[src/rtl/core/lcm_pkg.sv]
// Package for the least common multiple block: transaction structs, widths,
// sequencer states and the status bundle passed between core and top level.
// No dependencies.
`default_nettype none

package lcm_pkg;

  // Operand bits taken into account (low bits of each 16-bit field)
  localparam int WIDTH = 16;
  localparam int IN_W  = 16;
  localparam int OUT_W = 32;
  localparam int OPW   = (WIDTH < IN_W) ? WIDTH : IN_W;
  // Product width and shift-count width
  localparam int MW    = 2 * OPW;
  localparam int KW    = $clog2(OPW);

  typedef struct packed {
    logic [IN_W-1:0] operand_a;
    logic [IN_W-1:0] operand_b;
  } in_t;

  typedef struct packed {
    logic [OUT_W-1:0] multiple;
    logic             error;
  } out_t;

  typedef enum logic [2:0] {
    ST_IDLE,
    ST_GCD,
    ST_DIV,
    ST_MUL,
    ST_DONE
  } state_t;

  typedef struct packed {
    logic idle;
    logic done;
  } lcm_stat_t;

endpackage

`default_nettype wire

[src/rtl/core/lcm_core.sv]
// Iterative least common multiple core: binary GCD, restoring division of
// operand a by the GCD, then shift-add multiply by operand b, all on one
// shared add/subtract unit. Depends on lcm_pkg.
`default_nettype none

module lcm_core (
  input  wire logic              clk,
  input  wire logic              rst_n,
  input  wire logic              start,
  input  wire lcm_pkg::in_t      opnd,
  input  wire logic              ack,
  output lcm_pkg::lcm_stat_t     stat,
  output lcm_pkg::out_t          res
);

  lcm_pkg::state_t state_r, state_nxt;

  logic [lcm_pkg::OPW-1:0] a_r, a_nxt;
  logic [lcm_pkg::OPW-1:0] b_r, b_nxt;
  logic [lcm_pkg::OPW-1:0] u_r, u_nxt;
  logic [lcm_pkg::OPW-1:0] v_r, v_nxt;
  logic [lcm_pkg::OPW-1:0] g_r, g_nxt;
  logic [lcm_pkg::OPW-1:0] quo_r, quo_nxt;
  logic [lcm_pkg::OPW-1:0] rem_r, rem_nxt;
  logic [lcm_pkg::KW-1:0]  k_r, k_nxt;
  logic [lcm_pkg::KW-1:0]  cnt_r, cnt_nxt;
  logic [lcm_pkg::MW-1:0]  acc_r, acc_nxt;
  logic [lcm_pkg::MW-1:0]  mcand_r, mcand_nxt;
  logic                    err_r, err_nxt;

  // Shared add/subtract unit
  logic [lcm_pkg::MW-1:0]  alu_x, alu_y;
  logic                    alu_sub;
  logic [lcm_pkg::MW:0]    alu_sum;

  logic [lcm_pkg::OPW-1:0] in_a, in_b;
  logic                    in_zero;
  logic                    u_gt_v;
  logic                    gcd_found;
  logic [lcm_pkg::OPW:0]   rem_sh;
  logic                    cnt_last;

  assign in_a      = opnd.operand_a[lcm_pkg::OPW-1:0];
  assign in_b      = opnd.operand_b[lcm_pkg::OPW-1:0];
  assign in_zero   = (in_a == '0) || (in_b == '0);
  assign u_gt_v    = (u_r > v_r);
  assign gcd_found = u_r[0] && v_r[0] && (u_r == v_r);
  assign rem_sh    = {rem_r, quo_r[lcm_pkg::OPW-1]};
  assign cnt_last  = (cnt_r == '0);

  assign alu_sum = {1'b0, alu_x} + {1'b0, (alu_sub ? ~alu_y : alu_y)}
                 + {{lcm_pkg::MW{1'b0}}, alu_sub};

  // Advance the sequencer
  always_comb begin
    state_nxt = state_r;
    unique case (state_r)
      lcm_pkg::ST_IDLE: begin
        if (start) begin
          state_nxt = in_zero ? lcm_pkg::ST_DONE : lcm_pkg::ST_GCD;
        end
      end
      lcm_pkg::ST_GCD: begin
        if (gcd_found) begin
          state_nxt = lcm_pkg::ST_DIV;
        end
      end
      lcm_pkg::ST_DIV: begin
        if (cnt_last) begin
          state_nxt = lcm_pkg::ST_MUL;
        end
      end
      lcm_pkg::ST_MUL: begin
        if (cnt_last) begin
          state_nxt = lcm_pkg::ST_DONE;
        end
      end
      lcm_pkg::ST_DONE: begin
        if (ack) begin
          state_nxt = lcm_pkg::ST_IDLE;
        end
      end
      default: state_nxt = lcm_pkg::ST_IDLE;
    endcase
  end

  // Drive status and steer the shared unit per state
  always_comb begin
    stat.idle = 1'b0;
    stat.done = 1'b0;
    alu_x     = '0;
    alu_y     = '0;
    alu_sub   = 1'b0;
    unique case (state_r)
      lcm_pkg::ST_IDLE: begin
        stat.idle = 1'b1;
      end
      lcm_pkg::ST_GCD: begin
        alu_x   = lcm_pkg::MW'(u_gt_v ? u_r : v_r);
        alu_y   = lcm_pkg::MW'(u_gt_v ? v_r : u_r);
        alu_sub = 1'b1;
      end
      lcm_pkg::ST_DIV: begin
        alu_x   = lcm_pkg::MW'(rem_sh);
        alu_y   = lcm_pkg::MW'(g_r);
        alu_sub = 1'b1;
      end
      lcm_pkg::ST_MUL: begin
        alu_x   = acc_r;
        alu_y   = mcand_r;
      end
      lcm_pkg::ST_DONE: begin
        stat.done = 1'b1;
      end
      default: begin
        stat.idle = 1'b0;
      end
    endcase
  end

  // Datapath next values
  always_comb begin
    a_nxt     = a_r;
    b_nxt     = b_r;
    u_nxt     = u_r;
    v_nxt     = v_r;
    g_nxt     = g_r;
    quo_nxt   = quo_r;
    rem_nxt   = rem_r;
    k_nxt     = k_r;
    cnt_nxt   = cnt_r;
    acc_nxt   = acc_r;
    mcand_nxt = mcand_r;
    err_nxt   = err_r;
    unique case (state_r)
      lcm_pkg::ST_IDLE: begin
        if (start) begin
          a_nxt   = in_a;
          b_nxt   = in_b;
          u_nxt   = in_a;
          v_nxt   = in_b;
          k_nxt   = '0;
          acc_nxt = '0;
          err_nxt = in_zero;
        end
      end
      lcm_pkg::ST_GCD: begin
        // Binary GCD: strip common twos, then odd-odd subtract and halve
        priority if (!u_r[0] && !v_r[0]) begin
          u_nxt = u_r >> 1;
          v_nxt = v_r >> 1;
          k_nxt = k_r + 1'b1;
        end else if (!u_r[0]) begin
          u_nxt = u_r >> 1;
        end else if (!v_r[0]) begin
          v_nxt = v_r >> 1;
        end else if (gcd_found) begin
          g_nxt   = u_r << k_r;
          quo_nxt = a_r;
          rem_nxt = '0;
          cnt_nxt = lcm_pkg::KW'(lcm_pkg::OPW - 1);
        end else if (u_gt_v) begin
          u_nxt = {1'b0, alu_sum[lcm_pkg::OPW-1:1]};
        end else begin
          v_nxt = {1'b0, alu_sum[lcm_pkg::OPW-1:1]};
        end
      end
      lcm_pkg::ST_DIV: begin
        // Restoring division, one quotient bit per cycle
        if (alu_sum[lcm_pkg::MW]) begin
          rem_nxt = alu_sum[lcm_pkg::OPW-1:0];
        end else begin
          rem_nxt = rem_sh[lcm_pkg::OPW-1:0];
        end
        quo_nxt = {quo_r[lcm_pkg::OPW-2:0], alu_sum[lcm_pkg::MW]};
        cnt_nxt = cnt_r - 1'b1;
        if (cnt_last) begin
          acc_nxt   = '0;
          mcand_nxt = lcm_pkg::MW'(b_r);
          cnt_nxt   = lcm_pkg::KW'(lcm_pkg::OPW - 1);
        end
      end
      lcm_pkg::ST_MUL: begin
        // Shift-add multiply of the quotient by operand b
        if (quo_r[0]) begin
          acc_nxt = alu_sum[lcm_pkg::MW-1:0];
        end
        quo_nxt   = quo_r >> 1;
        mcand_nxt = mcand_r << 1;
        cnt_nxt   = cnt_r - 1'b1;
      end
      lcm_pkg::ST_DONE: begin
        err_nxt = err_r;
      end
      default: begin
        err_nxt = err_r;
      end
    endcase
  end

  // Hold control state under reset
  always_ff @(posedge clk) begin
    if (!rst_n) begin
      state_r <= lcm_pkg::ST_IDLE;
    end else begin
      state_r <= state_nxt;
    end
  end

  // Payload registers
  always_ff @(posedge clk) begin
    a_r     <= a_nxt;
    b_r     <= b_nxt;
    u_r     <= u_nxt;
    v_r     <= v_nxt;
    g_r     <= g_nxt;
    quo_r   <= quo_nxt;
    rem_r   <= rem_nxt;
    k_r     <= k_nxt;
    cnt_r   <= cnt_nxt;
    acc_r   <= acc_nxt;
    mcand_r <= mcand_nxt;
    err_r   <= err_nxt;
  end

  assign res.multiple = lcm_pkg::OUT_W'(acc_r);
  assign res.error    = err_r;

endmodule

`default_nettype wire

[src/rtl/core/least_common_multiple_top.sv]
// Sequence: when an operand is zero the core goes straight to its done state.
// Otherwise a binary GCD phase, a division phase and a multiply phase run on one
// shared adder, and the result is then loaded into the output register.
// One transaction at a time; in_ready is high only while the core is idle.
// A finished result waits in the output register, so the next transaction
// is taken while it does. Reset (synchronous, rst_n low) idles all.
`default_nettype none

module least_common_multiple_top (
  input  wire logic          clk,
  input  wire logic          rst_n,
  input  wire logic          in_valid,
  output logic               in_ready,
  input  wire lcm_pkg::in_t  in_data,
  output logic               out_valid,
  input  wire logic          out_ready,
  output lcm_pkg::out_t      out_data
);

  lcm_pkg::lcm_stat_t stat;
  lcm_pkg::out_t      res;
  lcm_pkg::out_t      out_r;
  logic               out_valid_r, out_valid_nxt;
  logic               load;

  lcm_core u_core (
    .clk   (clk),
    .rst_n (rst_n),
    .start (in_valid && in_ready),
    .opnd  (in_data),
    .ack   (load),
    .stat  (stat),
    .res   (res)
  );

  // Move a finished result into the output register when it is free
  assign load     = stat.done && (!out_valid_r || out_ready);
  assign in_ready = stat.idle;

  always_comb begin
    out_valid_nxt = out_valid_r;
    if (load) begin
      out_valid_nxt = 1'b1;
    end else if (out_ready) begin
      out_valid_nxt = 1'b0;
    end
  end

  always_ff @(posedge clk) begin
    if (!rst_n) begin
      out_valid_r <= 1'b0;
    end else begin
      out_valid_r <= out_valid_nxt;
    end
  end

  always_ff @(posedge clk) begin
    if (load) begin
      out_r <= res;
    end
  end

  assign out_valid = out_valid_r;
  assign out_data  = out_r;

endmodule

`default_nettype wire

[config.mk]
export PLATFORM = sky130hd
export DESIGN_NAME = least_common_multiple_top
export DESIGN_NICKNAME = d
export VERILOG_FILES = /design/src/rtl/core/lcm_pkg.sv /design/src/rtl/core/lcm_core.sv /design/src/rtl/core/least_common_multiple_top.sv
export SDC_FILE = /design/constraint.sdc
export NUM_CORES = 1
export LEC_CHECK = 0
export ABC_AREA = 1
export BUFFER_PORTS_ARGS = -buffer_cell sky130_fd_sc_hd__buf_2
export CORE_MARGIN = 2
export CORE_UTILIZATION = 62
export CTS_CLUSTER_SIZE = 24
export DETAILED_ROUTE_END_ITERATION = 8
export PLACE_DENSITY_LB_ADDON = 0.05
export SLEW_MARGIN = 20
export SYNTH_ARGS = -nofsm -noshare
export SYNTH_HDL_FRONTEND = slang
export SYNTH_SLANG_ARGS = --single-unit
[constraint.sdc]
create_clock -name clk -period 6.2 [get_ports clk]
set_input_delay 0.62 -clock clk [delete_from_list [all_inputs] [get_ports clk]]
set_output_delay 0.62 -clock clk [all_outputs]
set_load 0.01 [all_outputs]
Word-level counts from Yosys, hierarchy flattened
Index checks and enable logic that the tools add are counted.

Bits in registers: 222. Bits of input ports: 36. Output and inout port bits: 35. Logic and storage cells: 137.

Add/subtract/negate cells: 4. Order comparisons: 1. Eq/ne operators: 21. Shift operators: 1. Mux-type cells: 57. Bitwise operators: 2. Reductions and logical operators: 33.

Operators by type and width (number): $mux W16 (23); $pmux W32 S3 (3); $mux W32 (5); $pmux W16 S2 (3); $pmux W32 S2 (1); $pmux W16 S3 (1); $add A32 B32 Y33 (1); $add A33 B1 Y33 (1); $logic_not A16 Y1 (2); $not A32 Y32 (1); $reduce_and A5 Y1 (6); $mux W4 (7); $ne A4 B4 Y1 const B (5); $mux W3 (6); $eq A16 B16 Y1 (1); $gt A16 B16 Y1 (1); $ne A2 B1 Y1 const B (8); $shl A16 B4 Y16 (1); $pmux W3 S5 (1); $pmux W4 S3 (1); $pmux W4 S2 (1); $reduce_bool A2 Y1 (4); $eq A3 B2 Y1 const B (2); $reduce_and A2 Y1 (3); 17 further kinds (31).

Longest topological paths before layout
Depth after elaboration: 13. Mapped depth: 35. Gate-level depth less buffers: 34.

Cells and area by module
Synthesis repeated with hierarchy kept, for this count alone.

Cells, all modules: 1438. Area, all modules: 12804.8 µm².

Modules (own cells, without submodules): lcm_core (times used 1, cells each 1396, area an instance 11755.0 µm², seq. area each 5615.4 µm²); least_common_multiple_top (times used 1, cells each 42, area an instance 1049.8 µm², seq. area each 1011.0 µm²).

Worst setup path after synthesis
OpenSTA, ideal clock, no wires.

Kind: reg-to-reg. From: register u_core.u_r[0] (netlist bit). To: register u_core.rem_r[13] (netlist bit) (data pin). Library setup time: 0.249 ns. Arrival: 4.108 ns. Data required time: 5.951 ns. Path slack: 1.842 ns. Cell stages (with the launch flop): 27. Path buffers: 3. Period minus slack after synthesis: 4.358 ns. Path through: edfxtp_1 inv_1 ha_1 nor2_1 nand4_2 nand2_4 clkbuf_1 clkbuf_1 o21ai_0 nand3_1 o21ai_0 fa_1 nand2_1 inv_1 nand2_1 nand2_1 nand2_1 nand3_2 a21boi_2 o21ai_2 a21oi_1 o221ai_2 nand2_2 buf_2 nand2_1 nand2_1 inv_1.

Longest elaborated chain between the ends: 9. Elaborated cells on any way between the ends: 11. Those cells by class: 2 x add/sub; 1 x order compare; 7 x mux; 1 x bitwise.

Ends and longest elaborated chain: from (decl) (RTL line lcm_core.sv:20) `logic [lcm_pkg::OPW-1:0] u_r, u_nxt;`; from (signal assigned) (RTL line lcm_core.sv:214) `u_r <= u_nxt;`; $gt A16 B16 Y1 (RTL line lcm_core.sv:46) `assign u_gt_v = (u_r > v_r);`; $mux W16 (RTL line lcm_core.sv:100) `alu_y = lcm_pkg::MW'(u_gt_v ? v_r : u_r);`; $pmux W32 S3 (RTL line lcm_core.sv:94) `unique case (state_r)`; $not A32 Y32 (RTL line lcm_core.sv:51) `assign alu_sum = {1'b0, alu_x} + {1'b0, (alu_sub ? ~alu_y : alu_y)}`; $mux W32 (RTL line lcm_core.sv:51); $add A32 B32 Y33 * (RTL line lcm_core.sv:51); $add A33 B1 Y33 * (RTL line lcm_core.sv:52) `+ {{lcm_pkg::MW{1'b0}}, alu_sub};`; $mux W16 * (RTL line lcm_core.sv:170) `if (alu_sum[lcm_pkg::MW]) begin`; $pmux W16 S2 * (RTL line lcm_core.sv:135) `unique case (state_r)`; to (signal assigned) (RTL line lcm_core.sv:218) `rem_r <= rem_nxt;`; to (decl) (RTL line lcm_core.sv:24) `logic [lcm_pkg::OPW-1:0] rem_r, rem_nxt;`.

Every way passes the cells marked *; elsewhere a longest branch is shown, timed or not. A chain may end at the register's enable or synchronous reset.

Worst setup path in the final report
From: register u_core.u_r[0] (netlist bit). To: register u_core.rem_r[12] (netlist bit) (data pin).

Same word-level chain as after synthesis.

==> metrics <==
outcome completed; Placer Congestion 0.966; DP Worst Slack 856 ps; vias per cell 5.96; Final TNS setup 0 ps; Die W around 150 µm; Power Total approximately 8.6 mW; sequential share of the synthesized area 0.519; all-layer global routing usage 0.329; EDFF count, synth about 220; clock-pin slew on the worst setup and hold paths about 60 ps; synth warn 0; skew final roughly 15 ps; Hold Path Origin in_data[17]; worst hold path type input pin to flip-flop; Vias 10,593; TritonCTS buffer count 24; cts repair resizes 0; post-route insts no fill ~1,800; Synth cell types 57; MaxCap Viol Count 0; DR WL/cell around 20 µm; gr ovfl total 0; First-pass DRT Iterations 6; Pleak between 6 and 7 nW; largest net degree at the start of global routing 62; ANT cells 0; TritonCTS clock tree built; post-synth top area cell edfxtp_1; critical path required time ~6500 ps; P&R area growth vs syn 10.5%; worst slew pin tran 1040 ps; kind of critical path flip-flop to flip-flop; vias in the first global route 10,007; Min Hold Slack about 310 ps; Crit path depth 29; Core Area ~0.020 mm²; worst skew pair latency between 500 and 600 ps; Die Area approximately 0.022 mm²; placed wire-length estimate around 26,000 µm; Async SR Flop Fraction 0; maximum vdd drop between 0.3 and 0.4 mV; M2 GR Usage 0.507; cells after synthesis about 1,400; Final Routed Wirelength approximately 36,000 µm; Initial Util 0.631; global-route wire length before repair 54,800 µm; Synth Flop Type edfxtp_1; Final Setup Violations 0; CTS Hold Buffers Added 0; CP endpoint kind flip-flop; post-synthesis cell area approximately 0.013 mm²; WHS Path Cells 1; Synthesized Nets around 1,500; share of cells above drive strength 1 0.122; synthesis-stage register bit count around 220; Most Crowded Layer GR met2; RSZ-0062 raised after global routing no; DRT iter0 DRCs between 1,000 and 1,500; FF+latch area around 0.0066 mm²; cell family with most CP delay compound AO/OA/AOI/OAI gates; GRT met3 Usage 0.0790; Synth top cells by count 321 x nand2_1, 218 x edfxtp_1, 174 x inv_1, 133 x nor2_1, 109 x a21oi_1; # IOs between 70 and 80; post-synth top area share 0.513; worst reg2reg path startpoint u_core.u_r[0]; min Tclk post-route around 5500 ps; antenna violations before repair 0; largest fanout on the critical path between 50 and 60; row count between 50 and 60; cell with the most instances after synthesis nand2_1; CP peak stage delay 740 ps; Buf+Inv Stages, Crit Path 3; Pwr Density 611 mW/mm²; Tcrit/Tclk final 0.882; critical path launch point type flip-flop; grt met1 use 0.460; WP data arrival 5800 ps; CTS H-tree depth 1; post-layout net count about 1,600; Slew Limit Fails 0; # DRC 0; Filler cells between 1,500 and 2,000; Avg Inst Size Synth 8.93 µm²; R2R cell count 29; critical path's most frequent cell nand2_1; top cells by area, synth edfxtp_1 51%, nand2_1 9.4%, inv_1 5.1%; endpoints failing hold 0; CTS Buffer Depth 3; Critical Path Start u_core.u_r[0]; Die Span Y roughly 150 µm; Final WS setup ~730 ps; Post-CTS Setup Inserts 0; area of the multi-input gates ~0.0053 mm²; placed cell count approximately 1,700; Sink Count 222; max_slew headroom 0.297; slowest CP cell o221ai_2; Max Clk Rate roughly 180 MHz; antenna violation net count after detailed routing 0; Root Driver clkbuf_16; input/output buffers 70
==> state kept, by name, indices dropped and copies added (netlist names) <==
signal and count:
u_core.err_r 1, u_core.state_r 3, u_core.quo_r 16, out_data 33
u_core.a_r 16, u_core.u_r 16, u_core.cnt_r 4, u_core.rem_r 16
u_core.b_r 16, u_core.g_r 16, u_core.k_r 4, u_core.v_r 16
u_core.mcand_r 32, out_valid 1, u_core.acc_r 32
==> placed cells by master, fill, tap and decap left out, types with 7 or more instances in the layout <==
master,Yosys,routed
nand2_1,321,321
edfxtp_1,218,218
inv_1,174,174
nor2_1,133,129
a21oi_1,109,108
o21ai_0,107,107
buf_2,3,70
nand3_1,54,54
ha_1,52,52
clkbuf_16,0,25
o211ai_1,21,21
nand2_2,17,17
o221ai_1,17,17
buf_4,0,15
or2_2,14,14
nand4_1,13,13
o21a_1,12,12
xor2_1,10,10
nor4_1,10,9
a2bb2oi_1,9,9
clkbuf_1,43,9
a22oi_1,8,8
clkinv_1,6,7
==> kinds of logic (layout without fill, tap and decap cells) <==
group	after synthesis	after routing	share of synthesized area
AO/OA/AOI/OAI	318	318	0.148
XOR/XNOR	14	14	0.0108
adder cells (fa/ha/maj)	53	53	0.0525
buffers and inverters	236	312	0.0703
flip-flops	222	222	0.519
multiplexers	1	1	0.000784
AND/OR/NAND/NOR	586	586	0.198
==> power breakdown <==
| part | internal [mW] | switching [mW] | leakage [nW] |
|---|---|---|---|
| clock | 0.740 | 0.583 | 0.350 |
| combinational | 1.28 | 3.30 | 3.66 |
| sequential | 2.38 | 0.333 | 2.09 |
| total | 4.40 | 4.22 | 6.10 |
==> final timing paths <==
kind | to | slack, ps
worst max register to register | u_core.rem_r[12] | 730
worst min-delay path | u_core.a_r[1] | 310
worst min register to register | out_data[0] | 430
worst max-delay path | u_core.rem_r[12] | 730
==> cell type report <==
class | count | share of cell area
inverter | 184 | 0.0490
sequential | 222 | 0.470
tap | 270 | 0.0239
clock buffer | 34 | 0.0467
clock inverter | 9 | 0.00355
multi-input combinational | 972 | 0.374
timing repair buffer | 85 | 0.0328
==> metrics by stage <==
stage / cell area [µm²] / utilization
after floorplan: 12800 / -
after global placement: 13400 / 0.662
after detailed placement: 13400 / 0.662
after CTS: 14100 / 0.697
after global routing: 14100 / 0.697
final: 14100 / 0.697
==> worst reg2reg max path: cells and delay by family, from the launching register on <==
kind	cells	cell delay (ps)
buffers and inverters	3	380
AND/OR/NAND/NOR	16	1840
flip-flops	1	490
AO/OA/AOI/OAI	8	2060
adder cells (fa/ha/maj)	2	490
==> layer usage <==
layer	up-vias	part of all wire
li1	5033	-
met1	4953	0.41
met2	524	0.44
met3	83	0.10
met4	0	0.040
met5	-	0
(Power assumes the default switching activity.)
